## src/apg_pkg.sv

```systemverilog
// alert pulse pattern generator: shared types, script table and derived constants
// no dependencies; used by every module of the block
package apg_pkg;

    localparam int TIME_WIDTH   = 32;
    localparam int NUM_SOURCES  = 6;
    localparam int SOURCE_WIDTH = 3;
    localparam int SCRIPT_ROWS  = 6;
    localparam int MAX_PULSES   = 6;
    localparam int ROW_WIDTH    = $clog2(SCRIPT_ROWS);
    localparam int PULSE_OFFSET = 100;

    // script rows: led length, vibration length, period, pulse count, pause
    localparam int unsigned LED_LEN [SCRIPT_ROWS] = '{100, 100, 100, 100, 100, 100};
    localparam int unsigned VIB_LEN [SCRIPT_ROWS] = '{200, 100, 240, 240, 180, 180};
    localparam int unsigned PERIOD  [SCRIPT_ROWS] = '{320, 400, 380, 450, 600, 600};
    localparam int unsigned COUNT   [SCRIPT_ROWS] = '{2, 3, 4, 5, 6, 6};
    localparam int unsigned PAUSE   [SCRIPT_ROWS] = '{4000, 4000, 5500, 3500, 1500, 1500};

    // packet length per row
    localparam int unsigned PLEN [SCRIPT_ROWS] = '{
        PERIOD[0] * COUNT[0] + PAUSE[0],
        PERIOD[1] * COUNT[1] + PAUSE[1],
        PERIOD[2] * COUNT[2] + PAUSE[2],
        PERIOD[3] * COUNT[3] + PAUSE[3],
        PERIOD[4] * COUNT[4] + PAUSE[4],
        PERIOD[5] * COUNT[5] + PAUSE[5]
    };

    // bounds of the packet lengths above
    localparam int unsigned PLEN_MIN = 4640;
    localparam int unsigned PLEN_MAX = 7020;

    // remainder width; every window edge also fits in it
    localparam int R_WIDTH = $clog2(PLEN_MAX);

    // reciprocal scaling: PLEN_MIN above 2^12 keeps each reciprocal within TIME_WIDTH bits,
    // and the quotient estimate is at most one short
    localparam int RECIP_SHIFT = TIME_WIDTH + 12;

    localparam longint unsigned RECIP [SCRIPT_ROWS] = '{
        (64'd1 << RECIP_SHIFT) / PLEN[0],
        (64'd1 << RECIP_SHIFT) / PLEN[1],
        (64'd1 << RECIP_SHIFT) / PLEN[2],
        (64'd1 << RECIP_SHIFT) / PLEN[3],
        (64'd1 << RECIP_SHIFT) / PLEN[4],
        (64'd1 << RECIP_SHIFT) / PLEN[5]
    };

    localparam int Q_WIDTH =
        $clog2(((64'd1 << TIME_WIDTH) - 64'd1) / PLEN_MIN + 64'd1);

    typedef struct packed {
        logic [SOURCE_WIDTH-1:0] source;
        logic [31:0]             time_ms;
    } query_t;

    typedef struct packed {
        logic led_on;
        logic vibro_on;
    } result_t;

    typedef struct packed {
        logic v_mul;
        logic v_prod;
        logic v_rem;
        logic v_win;
        logic en_mul;
        logic en_prod;
        logic en_rem;
        logic en_win;
    } pipe_ctl_t;

endpackage

```

## src/apg_mod.sv

```systemverilog
// alert pulse pattern generator: time modulo packet length, three register stages
// depends on apg_pkg (script table, reciprocals, pipeline control struct)
module apg_mod (
    input  logic                           clk,
    input  logic                           rst_n,
    input  apg_pkg::pipe_ctl_t             ctl,
    input  apg_pkg::query_t                query,
    output logic [apg_pkg::R_WIDTH-1:0]    rem,
    output logic [apg_pkg::ROW_WIDTH-1:0]  row,
    output logic                           src_ok
);
    import apg_pkg::*;

    localparam int QP_WIDTH = Q_WIDTH + R_WIDTH;

    // stage 1: quotient estimate by reciprocal multiply
    logic                    ok1_next;
    logic [ROW_WIDTH-1:0]    row1_next;
    logic [TIME_WIDTH-1:0]   t1_next;
    logic [TIME_WIDTH-1:0]   recip;
    logic [2*TIME_WIDTH-1:0] prod;
    logic [Q_WIDTH-1:0]      q1_next;

    logic                    ok1_reg;
    logic [ROW_WIDTH-1:0]    row1_reg;
    logic [TIME_WIDTH-1:0]   t1_reg;
    logic [Q_WIDTH-1:0]      q1_reg;

    always_comb
    begin
        ok1_next  = (int'(query.source) < NUM_SOURCES) && (int'(query.source) < SCRIPT_ROWS);
        // unknown sources read row 0 and are masked at the end
        row1_next = ok1_next ? ROW_WIDTH'(query.source) : '0;
        t1_next   = query.time_ms[TIME_WIDTH-1:0];
        recip     = TIME_WIDTH'(RECIP[row1_next]);
        prod      = (2*TIME_WIDTH)'(t1_next) * (2*TIME_WIDTH)'(recip);
        q1_next   = prod[RECIP_SHIFT +: Q_WIDTH];
    end

    always_ff @(posedge clk)
    begin
        if (ctl.en_mul)
        begin
            ok1_reg  <= ok1_next;
            row1_reg <= row1_next;
            t1_reg   <= t1_next;
            q1_reg   <= q1_next;
        end
    end

    // stage 2: quotient times packet length
    logic [QP_WIDTH-1:0]   qp2_next;
    logic                  ok2_reg;
    logic [ROW_WIDTH-1:0]  row2_reg;
    logic [TIME_WIDTH-1:0] t2_reg;
    logic [QP_WIDTH-1:0]   qp2_reg;

    assign qp2_next = QP_WIDTH'(q1_reg) * QP_WIDTH'(R_WIDTH'(PLEN[row1_reg]));

    always_ff @(posedge clk)
    begin
        if (ctl.en_prod)
        begin
            ok2_reg  <= ok1_reg;
            row2_reg <= row1_reg;
            t2_reg   <= t1_reg;
            qp2_reg  <= qp2_next;
        end
    end

    // stage 3: subtract and one correction step
    logic [TIME_WIDTH-1:0] diff;
    logic [R_WIDTH:0]      rest;
    logic [R_WIDTH:0]      plen3;
    logic [R_WIDTH-1:0]    r3_next;
    logic                  ok3_reg;
    logic [ROW_WIDTH-1:0]  row3_reg;
    logic [R_WIDTH-1:0]    r3_reg;

    always_comb
    begin
        diff  = t2_reg - qp2_reg[TIME_WIDTH-1:0];
        rest  = diff[R_WIDTH:0];
        plen3 = (R_WIDTH+1)'(PLEN[row2_reg]);
        if (rest >= plen3)
            r3_next = R_WIDTH'(rest - plen3);
        else
            r3_next = rest[R_WIDTH-1:0];
    end

    always_ff @(posedge clk)
    begin
        if (ctl.en_rem)
        begin
            ok3_reg  <= ok2_reg;
            row3_reg <= row2_reg;
            r3_reg   <= r3_next;
        end
    end

    assign rem    = r3_reg;
    assign row    = row3_reg;
    assign src_ok = ok3_reg;

    // quotient estimate is never more than one packet short
    a_quot_close: assert property (@(posedge clk) disable iff (!rst_n)
        ctl.v_prod |-> (qp2_reg <= QP_WIDTH'(t2_reg))
                       && (diff < TIME_WIDTH'(2 * PLEN[row2_reg])))
        else $error("apg_mod: quotient estimate out of range");

    a_rem_below_plen: assert property (@(posedge clk) disable iff (!rst_n)
        ctl.v_rem |-> r3_reg < R_WIDTH'(PLEN[row3_reg]))
        else $error("apg_mod: remainder not below packet length");

endmodule

```

## src/apg_window.sv

```systemverilog
// alert pulse pattern generator: pulse window compare and result register
// depends on apg_pkg (script table, result type, pipeline control struct)
module apg_window (
    input  logic                          clk,
    input  logic                          rst_n,
    input  apg_pkg::pipe_ctl_t            ctl,
    input  logic [apg_pkg::R_WIDTH-1:0]   rem,
    input  logic [apg_pkg::ROW_WIDTH-1:0] row,
    input  logic                          src_ok,
    output apg_pkg::result_t              result
);
    import apg_pkg::*;

    // per row and pulse: window start, inclusive led end, exclusive vibration end
    logic [R_WIDTH-1:0] start_tab   [SCRIPT_ROWS][MAX_PULSES];
    logic [R_WIDTH-1:0] led_end_tab [SCRIPT_ROWS][MAX_PULSES];
    logic [R_WIDTH-1:0] vib_end_tab [SCRIPT_ROWS][MAX_PULSES];
    logic               used_tab    [SCRIPT_ROWS][MAX_PULSES];

    for (genvar g = 0; g < SCRIPT_ROWS; g++)
    begin : g_row
        for (genvar p = 0; p < MAX_PULSES; p++)
        begin : g_pulse
            assign start_tab[g][p]   = R_WIDTH'(PULSE_OFFSET + p * PERIOD[g]);
            assign led_end_tab[g][p] = R_WIDTH'(PULSE_OFFSET + p * PERIOD[g] + LED_LEN[g]);
            assign vib_end_tab[g][p] = R_WIDTH'(PULSE_OFFSET + p * PERIOD[g] + VIB_LEN[g]);
            assign used_tab[g][p]    = (p < COUNT[g]);
        end
    end

    logic [MAX_PULSES-1:0] led_hit;
    logic [MAX_PULSES-1:0] vib_hit;
    result_t               res_next;
    result_t               res_reg;

    always_comb
    begin
        for (int p = 0; p < MAX_PULSES; p++)
        begin
            led_hit[p] = used_tab[row][p] && (rem >= start_tab[row][p])
                         && (rem <= led_end_tab[row][p]);
            vib_hit[p] = used_tab[row][p] && (rem >= start_tab[row][p])
                         && (rem < vib_end_tab[row][p]);
        end
        res_next.led_on   = src_ok && (|led_hit);
        res_next.vibro_on = src_ok && (|vib_hit);
    end

    always_ff @(posedge clk)
    begin
        if (ctl.en_win)
            res_reg <= res_next;
    end

    assign result = res_reg;

    // a source without a script row gives a dark, still result
    a_bad_source_off: assert property (@(posedge clk) disable iff (!rst_n)
        (ctl.v_rem && ctl.en_win && !src_ok) |=> (res_reg == '0))
        else $error("apg_window: unknown source produced an active output");

endmodule

```

## src/alert_pulse_pattern_gen_unit.sv

```systemverilog
// Alert pulse pattern generator. Each query item carries a source number and a
// millisecond time; the result item says whether the LED and the vibration motor
// are on at that time under the source's fixed pulse script. One item is taken
// every clock cycle unless the output stalls; each query passes in order through
// a reciprocal multiply, a quotient-times-length multiply, a subtract with one
// correction, then the pulse window compare into the output register. The two
// multipliers set the stage boundaries. A stalled output holds its item while the
// empty stages behind it keep filling, so input is refused only once every stage
// is full. Sources without a script row give both outputs low.
// depends on apg_pkg, apg_mod, apg_window
module alert_pulse_pattern_gen_unit (
    input  logic             clk,
    input  logic             rst_n,
    input  logic             query_valid,
    output logic             query_ready,
    input  apg_pkg::query_t  query,
    output logic             result_valid,
    input  logic             result_ready,
    output apg_pkg::result_t result
);
    import apg_pkg::*;

    logic v_mul_reg,  v_prod_reg,  v_rem_reg,  v_win_reg;
    logic v_mul_next, v_prod_next, v_rem_next, v_win_next;
    logic en_mul, en_prod, en_rem, en_win;
    pipe_ctl_t ctl;

    logic [R_WIDTH-1:0]   rem;
    logic [ROW_WIDTH-1:0] row;
    logic                 src_ok;

    // a stage loads when empty or when the stage after it moves on
    always_comb
    begin
        en_win  = !v_win_reg  || result_ready;
        en_rem  = !v_rem_reg  || en_win;
        en_prod = !v_prod_reg || en_rem;
        en_mul  = !v_mul_reg  || en_prod;

        v_mul_next  = en_mul  ? query_valid : v_mul_reg;
        v_prod_next = en_prod ? v_mul_reg   : v_prod_reg;
        v_rem_next  = en_rem  ? v_prod_reg  : v_rem_reg;
        v_win_next  = en_win  ? v_rem_reg   : v_win_reg;
    end

    always_ff @(posedge clk or negedge rst_n)
    begin
        if (!rst_n)
        begin
            v_mul_reg  <= 1'b0;
            v_prod_reg <= 1'b0;
            v_rem_reg  <= 1'b0;
            v_win_reg  <= 1'b0;
        end
        else
        begin
            v_mul_reg  <= v_mul_next;
            v_prod_reg <= v_prod_next;
            v_rem_reg  <= v_rem_next;
            v_win_reg  <= v_win_next;
        end
    end

    always_comb
    begin
        ctl.v_mul   = v_mul_reg;
        ctl.v_prod  = v_prod_reg;
        ctl.v_rem   = v_rem_reg;
        ctl.v_win   = v_win_reg;
        ctl.en_mul  = en_mul;
        ctl.en_prod = en_prod;
        ctl.en_rem  = en_rem;
        ctl.en_win  = en_win;
    end

    assign query_ready  = en_mul;
    assign result_valid = v_win_reg;

    apg_mod u_mod (
        .clk    (clk),
        .rst_n  (rst_n),
        .ctl    (ctl),
        .query  (query),
        .rem    (rem),
        .row    (row),
        .src_ok (src_ok)
    );

    apg_window u_window (
        .clk    (clk),
        .rst_n  (rst_n),
        .ctl    (ctl),
        .rem    (rem),
        .row    (row),
        .src_ok (src_ok),
        .result (result)
    );

    // an item in the last compute stage reaches the output once that stage opens
    a_item_advances: assert property (@(posedge clk) disable iff (!rst_n)
        (v_rem_reg && en_win) |=> result_valid)
        else $error("alert_pulse_pattern_gen_unit: item lost before output register");

endmodule

```

## config.mk

```make
export PLATFORM = sky130hd
export DESIGN_NAME = alert_pulse_pattern_gen_unit
export DESIGN_NICKNAME = d
export VERILOG_FILES = /design/src/apg_pkg.sv /design/src/apg_mod.sv /design/src/apg_window.sv /design/src/alert_pulse_pattern_gen_unit.sv
export SDC_FILE = /design/constraint.sdc
export NUM_CORES = 2
export LEC_CHECK = 0
export BUFFER_PORTS_ARGS = -buffer_cell sky130_fd_sc_hd__buf_2
export CORE_ASPECT_RATIO = 0.6
export CORE_MARGIN = 2
export CORE_UTILIZATION = 67
export DETAILED_ROUTE_END_ITERATION = 10
export GPL_TIMING_DRIVEN = 0
export PLACE_DENSITY = 0.95
export SYNTH_ARGS = -nofsm -noshare
export SYNTH_HDL_FRONTEND = slang
export SYNTH_HIERARCHICAL = 1
export SYNTH_SLANG_ARGS = --single-unit
export TNS_END_PERCENT = 20
```

## constraint.sdc

```tcl
create_clock -name clk -period 6.89 [get_ports clk]
set_input_delay 0.689 -clock clk [delete_from_list [all_inputs] [get_ports clk]]
set_output_delay 0.689 -clock clk [all_outputs]
set_load 0.03 [all_outputs]
```

==> results.py <==
metrics = {
    "clock_tree": {
        "ctsHtreeMaxLevel": 3,
        "clk_latency_ns": 0.36,
        "cts_tree": "built",
        "clk_pin_slew_ns": 0.07,
        "cts_buffers": 9,
        "cts.path.max_buffers": 2,
        "cts_sinks": 85,
        "cts_hold_buffers": 0,
        "cts_root_buf": "clkbuf_16",
    },
    "critical_path": {
        "cp_data_required_time_ns": 6.95,
        "endpoint_kind": "flip-flop",
        "max_stage_delay_ns": 0.66,
        "critical_path_peak_fanout": 6,
        "path_common_cell": "fa_1",
        "cp.buffers_inverters": 10,
        "cp_slowest_cell": "fa_1",
        "worst-path-stages": 31,
        "ff2ff_path_depth": 20,
        "criticalPathCategory": "in -> reg",
        "setup.worst_path.start_class": "input port",
        "critical_path_arrival_ns": 8.89,
        "crit_family": "adder cells",
    },
    "sta": {
        "worst_pin_slew_ns": 1.259,
        "setup_viol": 13,
        "finClkSkew_ns": 0.007632,
        "rsz0062_at_grt": "true",
        "fin_hold_ws_ns": 0.1253,
        "setup_ws_ns": -1.938,
        "hold_viol": 0,
        "slew_viol_final": 0,
        "finalCriticalPeriod_ns": 8.828,
        "slew_headroom_pct": 16.07,
        "max_freq_ghz": 0.1133,
        "min_period_over_period_pct": 128.1,
    },
    "yosys": {
        "netlist_instances": 4108,
        "synthFlopType": "edfxtp_1",
        "yosysTopAreaCell": "fa_1",
        "syn_nets": 5463,
        "synthArstFlopShare_pct": 4.706,
        "yosysUniqueCellTypes": 85,
        "ys_top_cells_by_area": "fa_1, ha_1, inv_1, edfxtp_1, nand2_1",
        "synth_edf_count": 81,
        "synth_top_area_share_pct": 45.35,
        "syn_area_mm2": 0.03819,
        "synth-warning-count": 6,
        "synth_seq_cells": 85,
        "avgSynthCellArea_um2": 9.295,
        "seq_area_frac_synth_pct": 6.632,
    },
    "floorplan": {
        "dieWidth_um": 312.2,
        "coreArea_mm2": 0.05608,
        "fp-row-count": 67,
        "die_h_um": 188.9,
        "start_util_pct": 68.09,
        "io_pins": 43,
        "die_area_mm2": 0.05898,
    },
    "global_routing": {
        "grt_overflow": 0,
        "grt_pass1_vias": 32560,
        "grt_max_degree": 20,
        "grt_antenna_before_repair": 9,
        "grt_usage_pct": 54.73,
        "grt_pass1_wl_um": 224300,
    },
    "detailed_routing": {
        "routedWlPerCell_um": 31.92,
        "wl_um": 159500,
        "drt_pass1_iterations": 9,
        "post_drt_via_cell_ratio": 6.477,
        "vias": 32370,
        "drc": 0,
        "ant_nets": 0,
        "drt_iter0_drc": 4972,
    },
    "cells_and_area": {
        "layout_commonest_cell": "inv_1",
        "fin_util_pct": 74.39,
        "drive_gt1_share_pct": 10.15,
        "syn_to_final_growth_pct": 9.263,
        "post-route-cell-area_mm2": 0.04172,
        "layout_common_cells": "inv_1, fa_1, ha_1, nand2_1, nor2_1",
        "nets": 5578,
    },
    "status": {
        "violations": "negative setup slack",
        "status": "finished with violations",
    },
    "placed_design": {
        "globalplace.congestion": 1.178,
        "placed_area_mm2": 0.03996,
        "portBuffers": 42,
        "pre_cts_slack_ns": -3.728,
        "dp_hpwl_um": 132000,
    },
    "job": {
        "maxCapViolations": 0,
    },
    "hold_path": {
        "hold_path_class": "in -> async",
    },
}
## cell usage after synthesis, types with 10 or more instances
cell type / instances
o21ai_0: 50
nand4_1: 20
o21bai_1: 12
nand3_1: 30
nor3_1: 23
ha_1: 451
a211oi_1: 14
a21oi_1: 99
inv_1: 1206
and3_1: 20
and2_1: 162
a21o_1: 35
or2_2: 12
nand2_1: 312
edfxtp_1: 81
xor2_1: 16
a31oi_1: 10
nor2_1: 242
nor2b_1: 58
o21a_1: 10
clkbuf_1: 104
xnor2_1: 59
nand2b_1: 79
fa_1: 865
## what timing repair did
action / 4_1_cts / 5_1_grt
setup endpoints to repair: 13 / 14
endpoints found under the hold margin: 0 / 0
pin swaps: 69 / 31
resized for setup: 206 / 48
buffers inserted: 52 / 9
## cell families after synthesis
group,synth area share (%)
adder cells (fa/ha/maj),60.13
XOR/XNOR,1.720
flip-flops,6.632
multiplexers,0.4260
AND/OR/NAND/NOR,12.83
buffers and inverters,13.02
AO/OA/AOI/OAI,5.243
## worst register-to-register path, cell delays in order, from the launching register on
cell and delay [ns]:
edfxtp_1 0.41, clkbuf_1 0.47, nor2_1 0.11, clkbuf_1 0.34
nor2_2 0.51, nand2_1 0.23, fa_1 0.54, fa_1 0.50
inv_1 0.06, fa_1 0.55, inv_1 0.07, fa_1 0.54
inv_1 0.07, fa_1 0.45, xnor2_1 0.23, xnor2_1 0.18
xnor2_1 0.18, xnor2_1 0.20, xnor2_1 0.14, xnor2_1 0.36
xnor2_1 0.13
## final cells by class
type,instances,area (um^2)
antenna,11,27.53
buffer,111,917.1
clock buffer,10,239.0
clock inverter,6,68.82
fill,3922,14360
inverter,1208,4541
multi-input combinational,2702,31650
sequential,85,2532
tap,759,949.7
timing repair buffer,106,802.0
## final timing paths
path	start	end	slack, ns
min reg2reg	u_mod/t1_reg[9]$_DFFE_PP_	u_mod/t2_reg[9]$_DFFE_PP_	0.42
max in group asynchronous	rst_n	v_mul_reg$_DFFE_PN0P_	6.64
min in group clk	u_mod/t1_reg[9]$_DFFE_PP_	u_mod/t2_reg[9]$_DFFE_PP_	0.42
min	rst_n	v_rem_reg$_DFFE_PN0P_	0.13
max reg2reg	u_mod/row1_reg[1]$_DFFE_PP_	u_mod/qp2_reg[13]$_DFFE_PP_	0.36
max	query[33]	u_mod/q1_reg[12]$_DFFE_PP_	-1.94
## layer usage
metal	track usage [%]	vias to the layer above	routed length [um]
met5	16.88	-	1608
met3	43.06	583	36630
met4	15.31	38	6811
li1	-	12470	-
met2	64.77	3272	55520
met1	73.43	16010	58950
## stage by stage
stage	TNS, ns	std cells
detailed placement	-43.37	4912
global route	-20.39	4992
global placement	-42.28	4909
finish	-21.26	4998
CTS	-17.02	4978
floorplan	-7.293	4108
Power is not shown: default switching activity piles up to over one toggle a cycle in this logic, so the estimate is an artifact.
